`src/rtl/riff_chunk_scanner_macros.svh`:
```
`ifndef RIFF_CHUNK_SCANNER_MACROS_SVH
`define RIFF_CHUNK_SCANNER_MACROS_SVH

// same-cycle implication, clocked on clk and held off while rst_n is low
`define RCS_ASSERT_NOW(lbl, ante, cons, msg) \
  lbl: assert property (@(posedge clk) disable iff (!rst_n) (ante) |-> (cons)) \
    else $error(msg);

// next-cycle implication
`define RCS_ASSERT_NEXT(lbl, ante, cons, msg) \
  lbl: assert property (@(posedge clk) disable iff (!rst_n) (ante) |=> (cons)) \
    else $error(msg);

`endif

```
`src/rtl/rcs_pkg.sv`:
```
package rcs_pkg;

  localparam int unsigned POS_W      = 33;
  localparam int unsigned ID_W       = 32;
  localparam int unsigned SIZE_W     = 32;
  localparam int unsigned OUT_DATA_W = 104;

  localparam logic [POS_W-1:0] POS_MAX = '1;

  localparam logic [31:0] TAG_RIFF = 32'h4646_4952;
  localparam logic [31:0] TAG_WAVE = 32'h4556_4157;

  localparam int unsigned HDR_BYTES       = 8;
  localparam int unsigned RIFF_TAG_LAST   = 3;
  localparam int unsigned MASTER_HDR_LAST = 11;
  localparam int unsigned FIRST_CHUNK_OFF = 12;

  typedef enum logic {
    KIND_CHUNK  = 1'b0,
    KIND_REJECT = 1'b1
  } kind_t;

  typedef struct packed {
    logic [7:0] data_byte;
    logic       first_byte;
  } item_t;

  typedef struct packed {
    kind_t              result_kind;
    logic [ID_W-1:0]    chunk_id;
    logic [SIZE_W-1:0]  chunk_size;
    logic [POS_W-1:0]   data_offset;
  } res_t;

endpackage

```
`src/rtl/rcs_scan_core.sv`:
```
module rcs_scan_core #(
  parameter int unsigned CHUNK_ALIGN = 2
) (
  input  logic                      clk,
  input  logic                      rst_n,
  input  logic                      step_en,
  input  rcs_pkg::item_t            item,
  input  logic [rcs_pkg::POS_W-1:0] data_length,
  output logic                      res_valid,
  output rcs_pkg::res_t             res
);

  localparam int unsigned REM_W = (CHUNK_ALIGN > 1) ? $clog2(CHUNK_ALIGN) : 1;
  localparam int unsigned PAD_W = $clog2(CHUNK_ALIGN + 1);
  localparam int unsigned W1 = 256 % CHUNK_ALIGN;
  localparam int unsigned W2 = 65536 % CHUNK_ALIGN;
  localparam int unsigned W3 = 16777216 % CHUNK_ALIGN;
  localparam int unsigned HDR_BYTES_I = rcs_pkg::HDR_BYTES;
  // header offset mod align is 12 mod align for the first chunk, else zero
  localparam int unsigned BASE_FIRST = (HDR_BYTES_I + 12) % CHUNK_ALIGN;
  localparam int unsigned BASE_NEXT  = HDR_BYTES_I % CHUNK_ALIGN;

  typedef logic [REM_W-1:0] rem_tab_t [256];

  // (i * wt) mod align for every byte value
  function automatic rem_tab_t build_tab(input int unsigned wt);
    rem_tab_t tab;
    for (int unsigned i = 0; i < 256; i++) begin
      tab[i] = REM_W'((i * wt) % CHUNK_ALIGN);
    end
    return tab;
  endfunction

  localparam rem_tab_t TAB0 = build_tab(1);
  localparam rem_tab_t TAB1 = build_tab(W1);
  localparam rem_tab_t TAB2 = build_tab(W2);
  localparam rem_tab_t TAB3 = build_tab(W3);

  logic [32:0] pos_r, pos_nxt, bound_r, bound_nxt, nho_r, nho_nxt;
  logic [63:0] shift_r, shift_nxt;
  logic        riff_r, riff_nxt, wave_r, wave_nxt;

  logic [32:0] pos_cur, bound_cur, nho_cur;
  logic [63:0] shift_cur, shift_new;
  logic        riff_cur, wave_cur;

  logic        hdr_hit;
  logic [33:0] doff;
  logic [34:0] chunk_end, clamp_end, end_align;
  logic [32:0] declared;
  logic [7:0]  rem_sum;
  logic [REM_W-1:0] rem;
  logic [PAD_W-1:0] pad;
  logic [31:0] csize;
  logic [32:0] next_off;

  always_comb begin
    // a start-of-file word restarts the scan before it is counted
    pos_cur   = item.first_byte ? '0 : pos_r;
    shift_cur = item.first_byte ? '0 : shift_r;
    riff_cur  = item.first_byte ? 1'b0 : riff_r;
    bound_cur = item.first_byte ? '0 : bound_r;
    wave_cur  = item.first_byte ? 1'b0 : wave_r;
    nho_cur   = item.first_byte ? 33'(rcs_pkg::FIRST_CHUNK_OFF) : nho_r;

    shift_new = {item.data_byte, shift_cur[63:8]};

    hdr_hit = (nho_cur < bound_cur)
           && ({1'b0, nho_cur} + 34'(rcs_pkg::HDR_BYTES) <= {1'b0, data_length})
           && ({1'b0, pos_cur} == {1'b0, nho_cur} + 34'(rcs_pkg::HDR_BYTES - 1));

    doff      = {1'b0, nho_cur} + 34'(rcs_pkg::HDR_BYTES);
    chunk_end = {1'b0, doff} + 35'(shift_new[63:32]);
    clamp_end = (chunk_end < {2'b0, bound_cur}) ? chunk_end : {2'b0, bound_cur};
    csize     = (clamp_end > {1'b0, doff}) ? 32'(clamp_end - {1'b0, doff}) : '0;

    // chunk end mod align from per-byte residues of the size field
    rem_sum = 8'(TAB0[shift_new[39:32]]) + 8'(TAB1[shift_new[47:40]])
            + 8'(TAB2[shift_new[55:48]]) + 8'(TAB3[shift_new[63:56]])
            + ((nho_cur == 33'(rcs_pkg::FIRST_CHUNK_OFF)) ? 8'(BASE_FIRST)
                                                          : 8'(BASE_NEXT));
    rem = TAB0[rem_sum];
    pad = (rem == '0) ? '0 : (PAD_W'(CHUNK_ALIGN) - PAD_W'(rem));
    end_align = chunk_end + 35'(pad);
    next_off  = (end_align > 35'(rcs_pkg::POS_MAX)) ? rcs_pkg::POS_MAX : end_align[32:0];

    declared = 33'(shift_new[31:0]) + 33'(rcs_pkg::HDR_BYTES);

    pos_nxt   = (pos_cur == rcs_pkg::POS_MAX) ? pos_cur : pos_cur + 33'd1;
    shift_nxt = shift_cur;
    riff_nxt  = riff_cur;
    bound_nxt = bound_cur;
    wave_nxt  = wave_cur;
    nho_nxt   = nho_cur;
    res_valid = 1'b0;
    res.result_kind = rcs_pkg::KIND_CHUNK;
    res.chunk_id    = '0;
    res.chunk_size  = '0;
    res.data_offset = '0;

    if (pos_cur < data_length) begin
      shift_nxt = shift_new;
      if (data_length < 33'(rcs_pkg::FIRST_CHUNK_OFF)) begin
        if (pos_cur == data_length - 33'd1) begin
          res_valid       = 1'b1;
          res.result_kind = rcs_pkg::KIND_REJECT;
        end
      end else if (pos_cur == 33'(rcs_pkg::RIFF_TAG_LAST)) begin
        riff_nxt = (shift_new[63:32] == rcs_pkg::TAG_RIFF);
      end else if (pos_cur == 33'(rcs_pkg::MASTER_HDR_LAST)) begin
        if (riff_cur && (shift_new[63:32] == rcs_pkg::TAG_WAVE)) begin
          wave_nxt  = 1'b1;
          bound_nxt = (declared < data_length) ? declared : data_length;
          nho_nxt   = 33'(rcs_pkg::FIRST_CHUNK_OFF);
        end else begin
          wave_nxt        = 1'b0;
          res_valid       = 1'b1;
          res.result_kind = rcs_pkg::KIND_REJECT;
        end
      end else if (wave_cur && (pos_cur > 33'(rcs_pkg::MASTER_HDR_LAST)) && hdr_hit) begin
        nho_nxt         = next_off;
        res_valid       = 1'b1;
        res.chunk_id    = shift_new[31:0];
        res.chunk_size  = csize;
        res.data_offset = doff[32:0];
      end
    end
  end

  always_ff @(posedge clk) begin
    if (!rst_n) begin
      pos_r   <= '0;
      shift_r <= '0;
      riff_r  <= 1'b0;
      bound_r <= '0;
      wave_r  <= 1'b0;
      nho_r   <= 33'(rcs_pkg::FIRST_CHUNK_OFF);
    end else if (step_en) begin
      pos_r   <= pos_nxt;
      shift_r <= shift_nxt;
      riff_r  <= riff_nxt;
      bound_r <= bound_nxt;
      wave_r  <= wave_nxt;
      nho_r   <= nho_nxt;
    end
  end

endmodule

```
`src/rtl/rcs_out_stage.sv`:
```
module rcs_out_stage (
  input  logic                           clk,
  input  logic                           rst_n,
  input  logic                           load,
  input  rcs_pkg::res_t                  res_in,
  output logic                           free,
  input  logic                           out_tready,
  output logic                           out_tvalid,
  output logic [rcs_pkg::OUT_DATA_W-1:0] out_tdata,
  output logic                           out_tuser
);

  logic          valid_r, valid_nxt;
  rcs_pkg::res_t res_r;

  assign free = !valid_r || out_tready;

  always_comb begin
    valid_nxt = valid_r;
    if (load) begin
      valid_nxt = 1'b1;
    end else if (out_tready) begin
      valid_nxt = 1'b0;
    end
  end

  always_ff @(posedge clk) begin
    if (!rst_n) begin
      valid_r <= 1'b0;
    end else begin
      valid_r <= valid_nxt;
    end
  end

  always_ff @(posedge clk) begin
    if (load) begin
      res_r <= res_in;
    end
  end

  assign out_tvalid = valid_r;
  assign out_tdata  = {7'b0, res_r.data_offset, res_r.chunk_size, res_r.chunk_id};
  assign out_tuser  = res_r.result_kind;

endmodule

```
`src/rtl/riff_chunk_scanner.sv`:
```
// a word is held in the input word register; its result is then registered for out_*
// throughput: one word per cycle while out_tready stays high
// a result held by out_tready low stops the core, so in_tready drops once one more word waits
// reset (rst_n low, synchronous): data_length clears to 0, scan restarts at offset 0
// with next header offset 12, both channel registers empty
module riff_chunk_scanner #(
  parameter int unsigned CHUNK_ALIGN = 2
) (
  input  logic                           clk,
  input  logic                           rst_n,
  input  logic                           in_tvalid,
  output logic                           in_tready,
  input  logic [7:0]                     in_tdata,   // [7:0] data_byte
  input  logic                           in_tuser,   // [0] first_byte
  output logic                           out_tvalid,
  input  logic                           out_tready,
  // [31:0] chunk_id, [63:32] chunk_size, [96:64] data_offset, [103:97] zero
  output logic [rcs_pkg::OUT_DATA_W-1:0] out_tdata,
  output logic                           out_tuser,  // [0] result_kind
  input  logic                           cfg_wr_en,
  input  logic [rcs_pkg::POS_W-1:0]      cfg_wr_data
);

  logic [rcs_pkg::POS_W-1:0] data_length_r;
  logic                      s1_valid_r, s1_valid_nxt;
  rcs_pkg::item_t            s1_item_r;
  logic                      step_en, out_free, core_res_valid;
  rcs_pkg::res_t             core_res;

  always_ff @(posedge clk) begin
    if (!rst_n) begin
      data_length_r <= '0;
    end else if (cfg_wr_en) begin
      data_length_r <= cfg_wr_data;
    end
  end

  assign step_en   = s1_valid_r && out_free;
  assign in_tready = !s1_valid_r || step_en;

  always_comb begin
    s1_valid_nxt = s1_valid_r;
    if (in_tvalid && in_tready) begin
      s1_valid_nxt = 1'b1;
    end else if (step_en) begin
      s1_valid_nxt = 1'b0;
    end
  end

  always_ff @(posedge clk) begin
    if (!rst_n) begin
      s1_valid_r <= 1'b0;
    end else begin
      s1_valid_r <= s1_valid_nxt;
    end
  end

  // input word register
  always_ff @(posedge clk) begin
    if (in_tvalid && in_tready) begin
      s1_item_r.data_byte  <= in_tdata;
      s1_item_r.first_byte <= in_tuser;
    end
  end

  rcs_scan_core #(
    .CHUNK_ALIGN (CHUNK_ALIGN)
  ) u_core (
    .clk         (clk),
    .rst_n       (rst_n),
    .step_en     (step_en),
    .item        (s1_item_r),
    .data_length (data_length_r),
    .res_valid   (core_res_valid),
    .res         (core_res)
  );

  rcs_out_stage u_out (
    .clk        (clk),
    .rst_n      (rst_n),
    .load       (step_en && core_res_valid),
    .res_in     (core_res),
    .free       (out_free),
    .out_tready (out_tready),
    .out_tvalid (out_tvalid),
    .out_tdata  (out_tdata),
    .out_tuser  (out_tuser)
  );

`include "riff_chunk_scanner_macros.svh"

  `RCS_ASSERT_NOW(a_reject_zero, out_tvalid && out_tuser, out_tdata == '0, "reject word has payload")
  `RCS_ASSERT_NOW(a_chunk_off, out_tvalid && !out_tuser, out_tdata[96:64] >= 33'd20, "chunk offset below 20")
  `RCS_ASSERT_NOW(a_rose_step, $rose(out_tvalid), $past(step_en), "result without core step")
  `RCS_ASSERT_NEXT(a_load_shows, step_en && core_res_valid, out_tvalid, "loaded result not shown")

endmodule

```
`config.mk`:
```
export PLATFORM = sky130hd
export DESIGN_NAME = riff_chunk_scanner
export DESIGN_NICKNAME = d
export VERILOG_FILES = /design/src/rtl/rcs_pkg.sv /design/src/rtl/rcs_scan_core.sv /design/src/rtl/rcs_out_stage.sv /design/src/rtl/riff_chunk_scanner.sv
export VERILOG_INCLUDE_DIRS = /design/src /design/src/rtl
export SDC_FILE = /design/constraint.sdc
export NUM_CORES = 1
export LEC_CHECK = 0
export BUFFER_PORTS_ARGS = -buffer_cell sky130_fd_sc_hd__buf_2
export CORE_UTILIZATION = 40
export CTS_CLUSTER_DIAMETER = 60
export DETAILED_ROUTE_END_ITERATION = 16
export HOLD_SLACK_MARGIN = 0.15
export PLACE_DENSITY = 0.58
export SKIP_CTS_REPAIR_TIMING = 1
export SYNTH_ARGS = -nofsm -noshare
export SYNTH_HDL_FRONTEND = slang
export SYNTH_SLANG_ARGS = --single-unit
```
`constraint.sdc`:
```
create_clock -name clk -period 30.8 [get_ports clk]
set_input_delay 1.54 -clock clk [delete_from_list [all_inputs] [get_ports clk]]
set_output_delay 1.54 -clock clk [all_outputs]
set_load 0.005 [all_outputs]
```
==> results.yml, run 1 <==
placement:
  gp_weighted_congestion: 1.019
  inst_count_dp: 4035
  io_buffers: 146
  dpl.hpwl_mm: 90.37
sta:
  timing.max_slew.rel_slack: 0.1462
  setup_total_negative_slack_ns: 0
  final-max-slew-violation-count: 0
  fin_crit_ns: 12.30
  grt_setup_unrepaired: "no"
  final_min_period_over_clock_period: 0.3992
  timing.clock.skew_ns: 0.03895
  timing_hold_violations_final: 0
  slew_worst_pin_ns: 1.248
  fmax_mhz: 81.32
  setup_violations: 0
floorplan:
  core.rowCount: 92
  die_y_um: 254.5
  die_w_um: 254.5
  boundaryPins: 154
  design.die.area_um2: 64760
  initial_utilization: 0.4042
  coreArea_um2: 63080
setup_path:
  worst-endpoint-arrival_ns: 12.65
  cp_slowest_cell: "xnor2_1"
  regToRegEndpoint: "u_out.out_tdata[58]"
  cell_type_with_the_highest_occurrence_count_on_the_critical_path: "ha_1"
  worst_setup_path_start_kind: "flop"
  r2r_start: "s1_item_r[0]"
  critical_path.endpoint_type: "flop"
  rrSetupSlack_ns: 18.50
  slowest_delay_ns: 0.71
  r2r.worst_path.cells: 37
  worstPathRequired_ns: 31.15
  criticalPathCategory: "flop to flop"
  timing.critical_path.fanout_max: 126
clock_tree:
  numCtsBuffers: 39
  cts_htree_levels: 2
  clk_transition_reported_paths_ns: 0.06
  clkSinkCount: 299
  clock-root-buffer: "clkbuf_16"
  clock_insertion_delay_worst_skew_ns: 0.60
  clock_tree_from_tritoncts: "built"
  cts-root-to-sink-buffers: 3
global_route:
  first_global_vias: 23500
  global_route_wire_length_before_repair_mm: 162.6
  maximum_number_of_pins_on_one_net_before_global_route_repair: 127
  global_route.overflow_total: 0
  grt_antenna_before_repair: 5
  grt.total_usage: 0.3438
worst_hold_path:
  min_delay_path_depth: 2
  holdCritPathClass: "flop to flop"
  min_from: "u_core.bound_r[27]"
  worstHoldEndpoint: "u_core.bound_r[27]"
layout:
  finish.cell_count_without_fillers: 4105
  final_nets: 3515
  area.growth.synth_to_final_pct: 11.17
  ant_diodes: 0
  drive_gt1_frac: 0.1043
logic_synthesis:
  synthesis.area_um2: 25500
  share_of_synthesized_flip_flops_with_an_asynchronous_set_or_reset: 0
  synthDistinctLibCells: 104
  synth_edf_count: 107
  synth_warn: 0
  postSynthCellCount: 3153
  synth_top_flop_cell: "dfxtp_1"
  synth_top_area_frac: 0.1508
  synth_seq_area_share: 0.2768
  yosysTopAreaCell: "dfxtp_1"
  syn_avg_cell_area_um2: 8.087
  postSynthRegisterBits: 299
  synthTopCellsByArea: "dfxtp_1, edfxtp_1, ha_1, xnor2_1, nor2_1"
status:
  run_status: "finished, final reports clean"
pwr:
  vdd_drop_max_mv: 0.04236
  power_per_cell_area_nw_per_um2: 34.93
  power.leakage_nw: 12.16
  report.power.total_w: 0.0009900
drt:
  num_vias: 25470
  initialDrtViolationCount: 2797
  detail_route.first_pass.iterations: 6
  via_per_inst: 6.205
  drc: 0
  antenna_violation_net_count_after_detailed_routing: 0
  wl_mm: 113.1
  detail_route.wl_per_cell_um: 27.55
flow_run:
  maxCapViolations: 0
layout by cell type (no fill, tap or decap), drive strengths merged, types with 67 or more instances in the layout:
master | netlist | routed
nor2 | 330 | 330
nand2 | 254 | 254
ha | 236 | 236
a21oi | 211 | 211
buf | 49 | 197
dfxtp | 192 | 192
o21ai | 158 | 158
inv | 154 | 158
xnor2 | 155 | 155
nor2b | 112 | 112
edfxtp | 107 | 107
nand3 | 96 | 96
nand4 | 84 | 84
nor3 | 82 | 82
mux2i | 72 | 72
xor2 | 67 | 67
critical path: cells and delay by family (launching register included):
kind	cells	cell delay [ns]
muxes	1	0.41
adders and majority gates	6	1.68
and+or+nand+nor	9	2.20
buffers and inverters	5	1.57
xor gates and xnor gates	2	1.34
DFF	1	0.38
AOI/OAI and AO/OA	14	4.20
sequential cells by signal (all words and copies together) (netlist names):
| name | cells |
|---|---|
| u_out.out_tdata | 97 |
| u_core.shift_r | 56 |
| data_length_r | 33 |
| u_core.bound_r | 33 |
| u_core.nho_r | 33 |
| u_core.pos_r | 33 |
| s1_item_r | 9 |
| s1_valid_r | 1 |
| u_core.riff_r | 1 |
| u_core.wave_r | 1 |
| u_out.out_tuser | 1 |
| u_out.out_tvalid | 1 |
cells in the mapped netlist (all sizes together) (29+ instances only):
cell    count
nor3       82
o21ai     158
xor2       67
nor2b     112
nor2      330
a21oi     211
buf        49
nand2     254
clkbuf    119
a21o       64
dfxtp     192
nor4       51
mux2i      72
and3       57
nand4      84
a22oi      57
inv       154
a211oi     35
edfxtp    107
nand3      96
ha        236
a31oi      29
xnor2     155
cell families (layout without fill, tap and decap cells):
| group | after synthesis | count (layout) | synth area share |
|---|---|---|---|
| other | 1 | 8 | 0.0001471 |
| flip-flops | 299 | 299 | 0.2768 |
| buffers and inverters | 323 | 422 | 0.05084 |
| XOR/XNOR | 222 | 222 | 0.07655 |
| AO/OA/AOI/OAI | 740 | 740 | 0.1897 |
| AND/OR/NAND/NOR | 1246 | 1246 | 0.2551 |
| multiplexers | 83 | 83 | 0.03312 |
| adder cells (fa/ha/maj) | 239 | 239 | 0.1178 |
metal layers:
layer / track usage / share of wire / vias up
met5: 0 / 0.00017 / -
met1: 0.4801 / 0.44 / 12370
met3: 0.06450 / 0.091 / 230
met2: 0.5251 / 0.43 / 1275
met4: 0.1212 / 0.038 / 2
li1: - / - / 11600
power breakdown:
| group | internal (W) | total (W) | switching, W |
|---|---|---|---|
| clock | 0.000272 | 0.000467 | 0.000195 |
| combinational | 0.0000361 | 0.000106 | 0.0000702 |
| sequential | 0.000411 | 0.000417 | 0.00000643 |
| total | 0.000718 | 0.000990 | 0.000272 |
worst max path at each step:
stage | startpoint | endpoint | depth (start not counted)
floorplan | s1_item_r[0] | u_out.out_tdata[52] | 52
global placement | s1_item_r[0] | u_out.out_tdata[58] | 37
detailed placement | s1_item_r[0] | u_out.out_tdata[58] | 37
CTS | s1_item_r[0] | u_out.out_tdata[58] | 37
global route | s1_item_r[0] | u_out.out_tdata[58] | 42
finish | s1_item_r[0] | u_out.out_tdata[58] | 37
final cells by class:
class                      instances  area [um2]
multi-input combinational       2538       17230
tap                              846        1059
clock inverter                    18       181.4
sequential                       299        7057
fill                            6440       34730
inverter                         155       584.3
timing repair buffer             197        1126
clock buffer                      52        1107
stage by stage:
stage	setup WS [ns]	instance area, um2	util	hold WS [ns]
global route	18.11	28350	0.4494	0.4864
floorplan	20.15	25520	-	0.4173
CTS	18.80	28350	0.4494	0.4602
finish	18.50	28350	0.4494	0.4589
global placement	19.05	27060	0.4289	0.4378
detailed placement	18.90	27060	0.4289	0.4453
No activity file was read; power rests on OpenSTA's default activity.
==> run 2, diff against run 1 <==
--- a/config.mk
+++ b/config.mk
@@ -11,7 +11,7 @@
 export CTS_CLUSTER_DIAMETER = 60
 export DETAILED_ROUTE_END_ITERATION = 16
 export HOLD_SLACK_MARGIN = 0.15
-export PLACE_DENSITY = 0.58
+export PLACE_DENSITY = 0.6
 export SKIP_CTS_REPAIR_TIMING = 1
 export SYNTH_ARGS = -nofsm -noshare
 export SYNTH_HDL_FRONTEND = slang
==> constraint.sdc (replaced) <==
create_clock -name clk -period 11.3 [get_ports clk]
set_input_delay 0.565 -clock clk [delete_from_list [all_inputs] [get_ports clk]]
set_output_delay 0.565 -clock clk [all_outputs]
set_load 0.005 [all_outputs]
==> results.yml, run 2 (same netlist as run 1, synthesis figures left out) <==
sta:
  final-max-slew-violation-count: 0
  fmax_mhz: 95.78
  setup_total_negative_slack_ns: 0
  setup_violations: 0
  timing.max_slew.rel_slack: 0.1199
  slew_worst_pin_ns: 1.310
  fin_crit_ns: 10.44
  final_min_period_over_clock_period: 0.9239
  timing_hold_violations_final: 0
  grt_setup_unrepaired: "no"
  timing.clock.skew_ns: 0.02354
drt:
  num_vias: 24740
  detail_route.wl_per_cell_um: 24.85
  detail_route.first_pass.iterations: 6
  drc: 0
  wl_mm: 102.2
  initialDrtViolationCount: 2706
  antenna_violation_net_count_after_detailed_routing: 0
  via_per_inst: 6.017
placement:
  inst_count_dp: 4036
  dpl.hpwl_mm: 79.80
  io_buffers: 146
  gp_weighted_congestion: 1.009
floorplan:
  die_y_um: 254.5
  die_w_um: 254.5
  coreArea_um2: 63080
  design.die.area_um2: 64760
  initial_utilization: 0.4042
  core.rowCount: 92
  boundaryPins: 154
clock_tree:
  clkSinkCount: 299
  cts_htree_levels: 2
  clk_transition_reported_paths_ns: 0.06
  clock_insertion_delay_worst_skew_ns: 0.59
  cts-root-to-sink-buffers: 3
  clock_tree_from_tritoncts: "built"
  clock-root-buffer: "clkbuf_16"
  numCtsBuffers: 39
setup_path:
  r2r_start: "s1_item_r[0]"
  criticalPathCategory: "flop to flop"
  rrSetupSlack_ns: 0.86
  slowest_delay_ns: 0.64
  timing.critical_path.fanout_max: 13
  worst_path_buffer_plus_inverter_count: 5
  worstPathRequired_ns: 11.62
  r2r.worst_path.cells: 42
  critical_path.endpoint_type: "flop"
  cp_slowest_cell: "a2111oi_0"
  regToRegEndpoint: "u_out.out_tdata[60]"
  worst-endpoint-arrival_ns: 10.76
  cpLargestDelayFamily: "compound AO/OA/AOI/OAI gates"
  worst_setup_path_start_kind: "flop"
pwr:
  clock_power_share: 0.480
  power.leakage_nw: 12.19
  netSwitchingPower_w: 0.0007540
  cellInternalPower_w: 0.001997
  p_seq_frac: 0.413
  swShare: 0.2740
  pwr-share-comb: 0.107
  vdd_drop_max_mv: 0.09149
  power_per_cell_area_nw_per_um2: 96.69
layout:
  mostFrequentLayoutCell: "nor2_1"
  largest_reg_flops: 97
  layout.filler_cells: 6442
  area.growth.synth_to_final_pct: 11.60
  final_nets: 3521
  most-common-layout-cells: "nor2_1, nand2_1, ha_1, a21oi_1, dfxtp_1"
  ant_diodes: 0
  finish.cell_count_without_fillers: 4112
  drive_gt1_frac: 0.1072
global_route:
  grt.total_usage: 0.3098
  grt_antenna_before_repair: 2
  global_route_wire_length_before_repair_mm: 149.2
  global_route.overflow_total: 0
  first_global_vias: 22500
  maximum_number_of_pins_on_one_net_before_global_route_repair: 71
worst_hold_path:
  holdCritPathClass: "input port to flop"
  min_delay_path_depth: 1
  worstHoldEndpoint: "s1_item_r[7]"
  min_from: "in_tdata[6]"
flow_run:
  maxCapViolations: 0
status:
  run_status: "finished, final reports clean"
[run 2: cell count changes in the layout (fill, tap and decap cells not counted), sizes merged]
cell | before | now
inv | 158 | 160
clkinvlp | 1 | 4
buf | 197 | 203
clkbuf | 52 | 46
bufinv | 2 | 4
[run 2: metrics by stage]
| stage | total power (W) | setup slack, ns | util | area (um2) | hold slack (ns) |
|---|---|---|---|---|---|
| 2_1_floorplan | 0.001349 | 0.6501 | - | 25520 | 0.4173 |
| 3_3_place_gp | 0.001446 | 0.9673 | 0.4292 | 27070 | 0.4296 |
| 3_5_place_dp | 0.001445 | 0.7862 | 0.4292 | 27070 | 0.4439 |
| 4_1_cts | 0.002764 | 0.7288 | 0.4505 | 28420 | 0.1425 |
| 5_1_grt | 0.002830 | 0.09935 | 0.4511 | 28450 | 0.1511 |
| 6_report | 0.002751 | 0.8598 | 0.4511 | 28450 | 0.1683 |
[run 2: cell type report]
cell class / instances / area [um2] / area share
Tap cell: 846 / 1059 / 0.03720
Multi-Input combinational cell: 2538 / 17230 / 0.6055
Sequential cell: 299 / 7057 / 0.2480
Timing Repair Buffer: 203 / 1184 / 0.04160
Inverter: 155 / 584.3 / 0.02053
Clock buffer: 46 / 1066 / 0.03746
Clock inverter: 25 / 276.5 / 0.009718
[run 2: power groups by stage]
stage	Sequential [W]	Clock [W]	Combinational, W
global route	0.00114	0.00138	0.000316
finish	0.00114	0.00132	0.000295
detailed placement	0.00116	0	0.000286
global placement	0.00116	0	0.000286
CTS	0.00114	0.00134	0.000287
floorplan	0.00115	0	0.000199
[run 2: worst max path at each step]
stage	start	end	slack (ns)	cells after the start
2_1_floorplan	s1_item_r[0]	u_out.out_tdata[52]	0.65	52
3_3_place_gp	s1_item_r[0]	u_out.out_tdata[60]	0.97	37
3_5_place_dp	s1_item_r[0]	u_out.out_tdata[58]	0.79	40
4_1_cts	s1_item_r[0]	u_out.out_tdata[58]	0.73	40
5_1_grt	s1_item_r[0]	u_out.out_tdata[58]	0.1	41
6_report	s1_item_r[0]	u_out.out_tdata[60]	0.86	42
[run 2: per-layer routing]
metal / routed length (um) / global-route usage
met5: 12 / 0
met4: 4286 / 0.1239
met3: 8490 / 0.05338
met2: 43960 / 0.4710
met1: 45440 / 0.4322
